[src/rtl/tcp_congestion_window_control_core_assert.svh]
// Assertion helpers for the congestion window RTL.
`ifndef TCP_CONGESTION_WINDOW_CONTROL_CORE_ASSERT_SVH
`define TCP_CONGESTION_WINDOW_CONTROL_CORE_ASSERT_SVH

// Same-cycle implication, checked outside reset.
`define TCWC_ASSERT_SAME(label, clk, rst, ante, cons, msg) \
   label: assert property (@(posedge clk) disable iff (rst) (ante) |-> (cons)) else $error(msg);

// Next-cycle implication, checked outside reset.
`define TCWC_ASSERT_NEXT(label, clk, rst, ante, cons, msg) \
   label: assert property (@(posedge clk) disable iff (rst) (ante) |=> (cons)) else $error(msg);

`endif

[src/rtl/tcwc_pkg.sv]
`default_nettype none

package tcwc_pkg;

   // Phase codes
   localparam logic [1:0] PH_SLOW    = 2'd0;
   localparam logic [1:0] PH_AVOID   = 2'd1;
   localparam logic [1:0] PH_RECOVER = 2'd2;

   localparam int PHASE_W = 2;
   localparam int ACKED_W = 16;
   localparam int DUP_W   = 2;

   localparam logic [DUP_W-1:0] DUP_LIMIT = 2'd3;
   localparam int unsigned RECOVERY_BONUS = 3;

   // duplicate_ack, newly_acked, timeout = 18 bits, padded to 3 bytes
   localparam int REQ_DATA_W = 24;

   typedef logic [ACKED_W-1:0] acked_type;
   typedef logic [PHASE_W-1:0] phase_type;

endpackage

`default_nettype wire

[src/rtl/tcp_congestion_window_control_core.sv]
// Channel | Direction | Transfer contents
// req_    | in        | one ACK event: duplicate flag, newly acked count, timeout flag
// rsp_    | out       | window, threshold and phase after that event
//
// One event per cycle while rsp_ is not stalled; its result shows on rsp_ in the cycle after the transfer.
// The state update and the result register load at the same edge; the result
// is held in the single result register.
// req_tready is high while the result register is empty or being drained.
// reset is synchronous, active high: slow start, window 1, threshold initial.
// A stalled rsp_ holds its result and stalls req_ in the same cycle.
`default_nettype none

`include "tcp_congestion_window_control_core_assert.svh"

module tcp_congestion_window_control_core #(
   parameter int WINDOW_BITS       = 16,
   parameter int INITIAL_THRESHOLD = 16,
   localparam int RspDataW         = ((2 * WINDOW_BITS + tcwc_pkg::PHASE_W + 7) / 8) * 8
) (
   input  wire logic                            clock,
   input  wire logic                            reset,
   input  wire logic                            req_tvalid,
   output      logic                            req_tready,
   // [0] duplicate_ack, [16:1] newly_acked, [17] timeout, rest zero
   input  wire logic [tcwc_pkg::REQ_DATA_W-1:0] req_tdata,
   output      logic                            rsp_tvalid,
   input  wire logic                            rsp_tready,
   // [WB-1:0] window, [2WB-1:WB] threshold, [2WB+1:2WB] phase, rest zero
   output      logic [RspDataW-1:0]             rsp_tdata
);
   import tcwc_pkg::*;

   localparam int WB = WINDOW_BITS;
   localparam int SW = ((WB > ACKED_W) ? WB : ACKED_W) + 1;
   localparam longint unsigned WinMaxL = (64'd1 << WB) - 64'd1;
   localparam logic [WB-1:0] WinMax = WB'(WinMaxL);
   localparam logic [SW-1:0] WinMaxS = SW'(WinMaxL);
   localparam longint unsigned ThrInitL = longint'(INITIAL_THRESHOLD);
   localparam logic [WB-1:0] ThrReset = (ThrInitL > WinMaxL) ? WinMax : WB'(ThrInitL);

   function automatic logic [WB-1:0] sat_add(input logic [SW-1:0] a, input logic [SW-1:0] b);
      logic [SW-1:0] s;
      s = a + b;
      return (s > WinMaxS) ? WinMax : s[WB-1:0];
   endfunction

   function automatic logic [WB-1:0] halve_floor1(input logic [WB-1:0] w);
      logic [WB-1:0] h;
      h = w >> 1;
      return (h == '0) ? WB'(1) : h;
   endfunction

   logic [PHASE_W-1:0] phase_ff, phase_in;
   logic [WB-1:0]      window_ff, window_in;
   logic [WB-1:0]      threshold_ff, threshold_in;
   logic [DUP_W-1:0]   dup_ff, dup_in;
   logic               rsp_valid_ff, rsp_valid_in;
   logic [RspDataW-1:0] rsp_data_ff, rsp_data_in;

   logic      req_xfer;
   logic      ev_dup;
   logic      ev_tmo;
   acked_type ev_acked;

   assign ev_dup   = req_tdata[0];
   assign ev_acked = req_tdata[ACKED_W:1];
   assign ev_tmo   = req_tdata[ACKED_W+1];

   assign req_tready = !rsp_valid_ff || rsp_tready;
   assign req_xfer   = req_tvalid && req_tready;

   // Checks in the same order as the protocol rules; later ones see earlier updates.
   always_comb begin
      logic [PHASE_W-1:0] ph;
      logic [WB-1:0]      win;
      logic [WB-1:0]      thr;
      logic [DUP_W-1:0]   dc;
      ph  = phase_ff;
      win = window_ff;
      thr = threshold_ff;
      dc  = dup_ff;
      case (phase_ff)
         PH_SLOW: begin
            if (ev_dup && dc != DUP_LIMIT) begin
               dc = dc + DUP_W'(1);
            end
            if (ev_acked != '0) begin
               win = sat_add(SW'(win), SW'(ev_acked));
               dc  = '0;
            end
            if (ev_tmo) begin
               thr = halve_floor1(win);
               win = WB'(1);
               dc  = '0;
            end
            if (win >= thr) begin
               ph = PH_AVOID;
            end
            if (dc == DUP_LIMIT) begin
               thr = halve_floor1(win);
               win = sat_add(SW'(thr), SW'(RECOVERY_BONUS));
               ph  = PH_RECOVER;
            end
         end
         PH_AVOID: begin
            if (SW'(ev_acked) == SW'(win)) begin
               win = sat_add(SW'(win), SW'(1));
               dc  = '0;
            end
            if (ev_dup && dc != DUP_LIMIT) begin
               dc = dc + DUP_W'(1);
            end
            if (ev_tmo) begin
               thr = halve_floor1(win);
               win = WB'(1);
               dc  = '0;
               ph  = PH_SLOW;
            end
            if (dc == DUP_LIMIT) begin
               thr = halve_floor1(win);
               win = sat_add(SW'(thr), SW'(RECOVERY_BONUS));
               ph  = PH_RECOVER;
            end
         end
         PH_RECOVER: begin
            if (ev_dup) begin
               win = sat_add(SW'(win), SW'(1));
            end
            if (ev_tmo) begin
               thr = halve_floor1(win);
               win = WB'(1);
               dc  = '0;
               ph  = PH_SLOW;
            end
            if (ev_acked != '0) begin
               win = thr;
               dc  = '0;
               ph  = PH_AVOID;
            end
         end
         default: begin
            // unused code: hold everything
         end
      endcase

      if (req_xfer) begin
         phase_in     = ph;
         window_in    = win;
         threshold_in = thr;
         dup_in       = dc;
         rsp_data_in  = RspDataW'({ph, thr, win});
      end else begin
         phase_in     = phase_ff;
         window_in    = window_ff;
         threshold_in = threshold_ff;
         dup_in       = dup_ff;
         rsp_data_in  = rsp_data_ff;
      end

      if (req_xfer) begin
         rsp_valid_in = 1'b1;
      end else if (rsp_tready) begin
         rsp_valid_in = 1'b0;
      end else begin
         rsp_valid_in = rsp_valid_ff;
      end
   end

   always_ff @(posedge clock) begin
      if (reset) begin
         phase_ff     <= PH_SLOW;
         window_ff    <= WB'(1);
         threshold_ff <= ThrReset;
         dup_ff       <= '0;
         rsp_valid_ff <= 1'b0;
      end else begin
         phase_ff     <= phase_in;
         window_ff    <= window_in;
         threshold_ff <= threshold_in;
         dup_ff       <= dup_in;
         rsp_valid_ff <= rsp_valid_in;
      end
   end

   always_ff @(posedge clock) begin
      rsp_data_ff <= rsp_data_in;
   end

   assign rsp_tvalid = rsp_valid_ff;
   assign rsp_tdata  = rsp_data_ff;

   `TCWC_ASSERT_SAME(a_window_nonzero, clock, reset, 1'b1, window_ff != '0,
                     "window reached zero")
   `TCWC_ASSERT_SAME(a_threshold_nonzero, clock, reset, 1'b1, threshold_ff != '0,
                     "threshold reached zero")
   `TCWC_ASSERT_NEXT(a_timeout_collapse, clock, reset,
                     req_xfer && ev_tmo && ev_acked == '0,
                     window_ff == WB'(1), "timeout did not collapse window")
   `TCWC_ASSERT_NEXT(a_result_matches_state, clock, reset, req_xfer,
                     rsp_valid_ff && rsp_data_ff[WB-1:0] == window_ff
                     && rsp_data_ff[2*WB-1:WB] == threshold_ff,
                     "result differs from state")

endmodule

`default_nettype wire

[config.mk]
export PLATFORM = sky130hd
export DESIGN_NAME = tcp_congestion_window_control_core
export DESIGN_NICKNAME = d
export VERILOG_FILES = /design/src/rtl/tcwc_pkg.sv /design/src/rtl/tcp_congestion_window_control_core.sv
export VERILOG_INCLUDE_DIRS = /design/src /design/src/rtl
export SDC_FILE = /design/constraint.sdc
export NUM_CORES = 1
export LEC_CHECK = 0
export ABC_CLOCK_PERIOD_IN_PS = 7030
export BUFFER_PORTS_ARGS = -buffer_cell sky130_fd_sc_hd__buf_2
export CAP_MARGIN = 20
export CELL_PAD_IN_SITES_DETAIL_PLACEMENT = 0
export CELL_PAD_IN_SITES_GLOBAL_PLACEMENT = 1
export CORE_MARGIN = 3
export CORE_UTILIZATION = 46
export DETAILED_ROUTE_END_ITERATION = 6
export PLACE_DENSITY_LB_ADDON = 0.1
export SYNTH_ARGS = -nofsm -noshare
export SYNTH_HDL_FRONTEND = slang
export SYNTH_SLANG_ARGS = --single-unit
[constraint.sdc]
create_clock -name clock -period 7.03 [get_ports clock]
set_input_delay 1.0545 -clock clock [delete_from_list [all_inputs] [get_ports clock]]
set_output_delay 1.0545 -clock clock [all_outputs]
set_load 0.03 [all_outputs]
==> results_dict.tcl <==
set metrics [dict create \
    wl_per_cell_um 27.2 \
    drive_gt1_frac 0.142 \
    grt_util_all_layers 0.373 \
    finalSetupViolCount 0 \
    max_freq_mhz 158 \
    cts_tree "done" \
    synth_xor_area_frac 0.0289 \
    wl_mm 41.1 \
    clock_skew_ns 0.0183 \
    fill_cells 1951 \
    post-route-period-util 0.899 \
    area.sequential_mm2 0.00176 \
    rsz0062_at_grt "no" \
    yosys.area.top_type "edfxtp_1" \
    core_region_area_mm2 0.0191 \
    synth.area.mux_share 0.0197 \
    instances_no_fill 1514 \
    initial_core_util 0.477 \
    synth-seq-cells 71 \
    hold_violations 0 \
    antenna_found_initial 3 \
    finish.utilization 0.515 \
    cts_buffer_depth 2 \
    gr-total-overflow 0 \
    area_growth_pct 7.99 \
    cts_setup_buffers 0 \
    path_max_fanout 9 \
    die_width_um 147 \
    clock_sinks 71 \
    cts_resized 0 \
    ys_warn_count 0 \
    syn_area_mm2 0.00910 \
    timing.final.ws_setup_ns 0.713 \
    period_needed_ns 6.32 \
    cts_buffers 9 \
    synth_cell_type_count 104 \
    seq_area_frac_synth 0.194 \
    clkTransAtPathRegs_ns 0.06 \
    place_congestion 1.02 \
    io_pins 70 \
    synth-edff-count 34 \
    total_power_mw 1.98 \
    setup_tns_ns 0 \
    dr.pass1.iters 6 \
    max_slew_margin 0.251 \
    dieArea_mm2 0.0215 \
    synth_top_area_frac 0.112 \
    p_leak_nw 3.68 \
    synthSimpleGateAreaFrac 0.265 \
    slew_violations 0 \
    port_buffers 57 \
    ant_nets 0 \
    maxCapViolations 0 \
    async_reset_ff_frac 0 \
    worst_slew_pin_slew_ns 1.11 \
    startpoint_type "input pin" \
    grt_start_max_net_pins 58 \
    final_common_cell "nor2_1" \
    path_class "in -> reg" \
    max_stage_delay_ns 0.75 \
    clk_latency_ns 0.37 \
    fp.dieH_um 147 \
    ys.flop_type "dfxtp_1" \
    status "complete, no violations" \
    cts-root-buf "clkbuf_16" \
    syn_inst 1238 \
    num_rows 50 \
    hpwl_mm 31.3 \
    multi_input_comb_area_mm2 0.00668 \
    vdd_drop_max_mv 0.117 \
    synth_area_leaders "edfxtp_1 11%, dfxtp_1 8.1%, a21oi_1 5.9%" \
    synth-compound-area-share 0.357 \
    synth_top_family_by_area "compound AO/OA/AOI/OAI gates" \
    grt_first_pass_wirelength_mm 62.2 \
    hold_buffers 0 \
    drt_iter0_drc 1624 \
    final_cell_mix "130 x nor2_1, 117 x nand2_1, 107 x a21oi_1" \
    holdCritPathClass "reg -> reg" \
    critPathCaptureType "flip-flop" \
    vias 10700 \
    placedCellCount 1497 \
    avgSynthCellArea_um2 7.35 \
    drc_errors 0 \
    cp.arrival_ns 6.43 \
    place_ws_ns 0.576 \
    cp_slowest_cell "nor4_1" \
    powerDensity_mw_per_mm2 201 \
    grt_pass1_vias 9783 \
    crit_path_frequent_cell "nor4_1" \
    crit_required_ns 7.14 \
    post_synth_fa_ha_maj_area_fraction 0.0599 \
    finalNetCount 1319 \
    viasPerCell 7.05 \
    htree_levels 3 \
    worstPathCellList "buf_2 -> ha_1 -> nor4_1 -> nand2_1 -> nor4_1 -> mux2i_1 -> nand3_1 -> nor4_1 -> nand4_1 -> nor3b_1 -> ha_1 -> nor4_2 -> and3_1 -> nand3_1 -> mux2i_1 -> o211ai_2 -> mux2_2" \
]
## routing by layer
metal  GRT usage  vias up  part of all wire
met5           0        -           0.00066
met4       0.163        4             0.049
met3      0.0863      137              0.12
met2       0.557      678              0.43
met1       0.514     5094              0.41
li1            -     4767                 -
## area by class of cell
type / count / area share
timing repair buffer: 99 / 0.0611
antenna: 1 / 0.000255
inverter: 51 / 0.0195
sequential: 71 / 0.179
tap: 260 / 0.0331
clock buffer: 10 / 0.0233
multi-input combinational: 1016 / 0.680
clock inverter: 6 / 0.00395
## stage by stage
stage               hold slack (ns)  instance area [µm²]
floorplan                     0.468                 9120
global route                  0.540                 9820
finish                        0.507                 9830
detailed placement            0.498                 9560
global placement              0.480                 9560
CTS                           0.507                 9820
## report_power, final
group / internal [mW] / switching (mW)
registers: 0.494 / 0.0379
clock network: 0.238 / 0.210
logic: 0.324 / 0.673
total: 1.06 / 0.921
## worst paths after layout
path                                  startpoint                to  slack (ns)  cells after the start
worst min-delay path            threshold_ff[15]  threshold_ff[15]        0.51                      1
worst min register to register  threshold_ff[15]  threshold_ff[15]        0.51                      1
worst max register to register     window_ff[13]     rsp_tdata[14]        0.76                     16
worst max-delay path               req_tdata[13]     rsp_tdata[14]        0.71                     17
## registers in the layout, summed over array words and instances, names as in the netlist
register	cells
threshold_ff	16
rsp_tdata	34
window_ff	16
rsp_tvalid	1
dup_ff	2
phase_ff	2
## cells in the mapped netlist (6+ instances only)
cell type / n
nor2_1: 132
nand2_1: 117
a21oi_1: 107
clkbuf_1: 64
o21ai_0: 60
inv_1: 46
ha_1: 42
dfxtp_1: 37
edfxtp_1: 34
nand3_1: 33
nor3_1: 30
nor4_1: 27
a221oi_1: 26
a31oi_1: 26
buf_2: 24
nand4_1: 24
a211oi_1: 23
xnor2_1: 22
a21o_1: 19
and2_1: 15
o211ai_1: 15
a22oi_1: 12
a311oi_1: 12
and3_1: 12
buf_4: 10
mux2i_1: 10
o22ai_1: 10
a2111oi_0: 9
and4_1: 9
o211a_1: 9
o221ai_1: 9
or3_1: 9
nand2b_1: 8
nor2b_1: 8
o21ai_1: 8
xor2_1: 8
mux2_2: 7
o21a_1: 7
or4_1: 7
a41oi_1: 6
nor4_2: 6
o31ai_1: 6
## cells by family (layout without fill, tap and decap cells)
group | Yosys count | after routing
compound gates | 451 | 451
xor+xnor | 30 | 30
fa+ha+maj | 43 | 43
buf+inv | 156 | 166
flops | 71 | 71
mux | 17 | 17
other cells | 1 | 7
simple gates | 469 | 469
## worst max-delay path: cells and delay by family
family,cells,cell delay [ns]
AOI/OAI and AO/OA,1,0.13
adders and majority gates,2,0.68
buffers and inverters,1,0.11
muxes,3,0.88
and+or+nand+nor,10,3.57
Power figures use the tool's default switching activity.
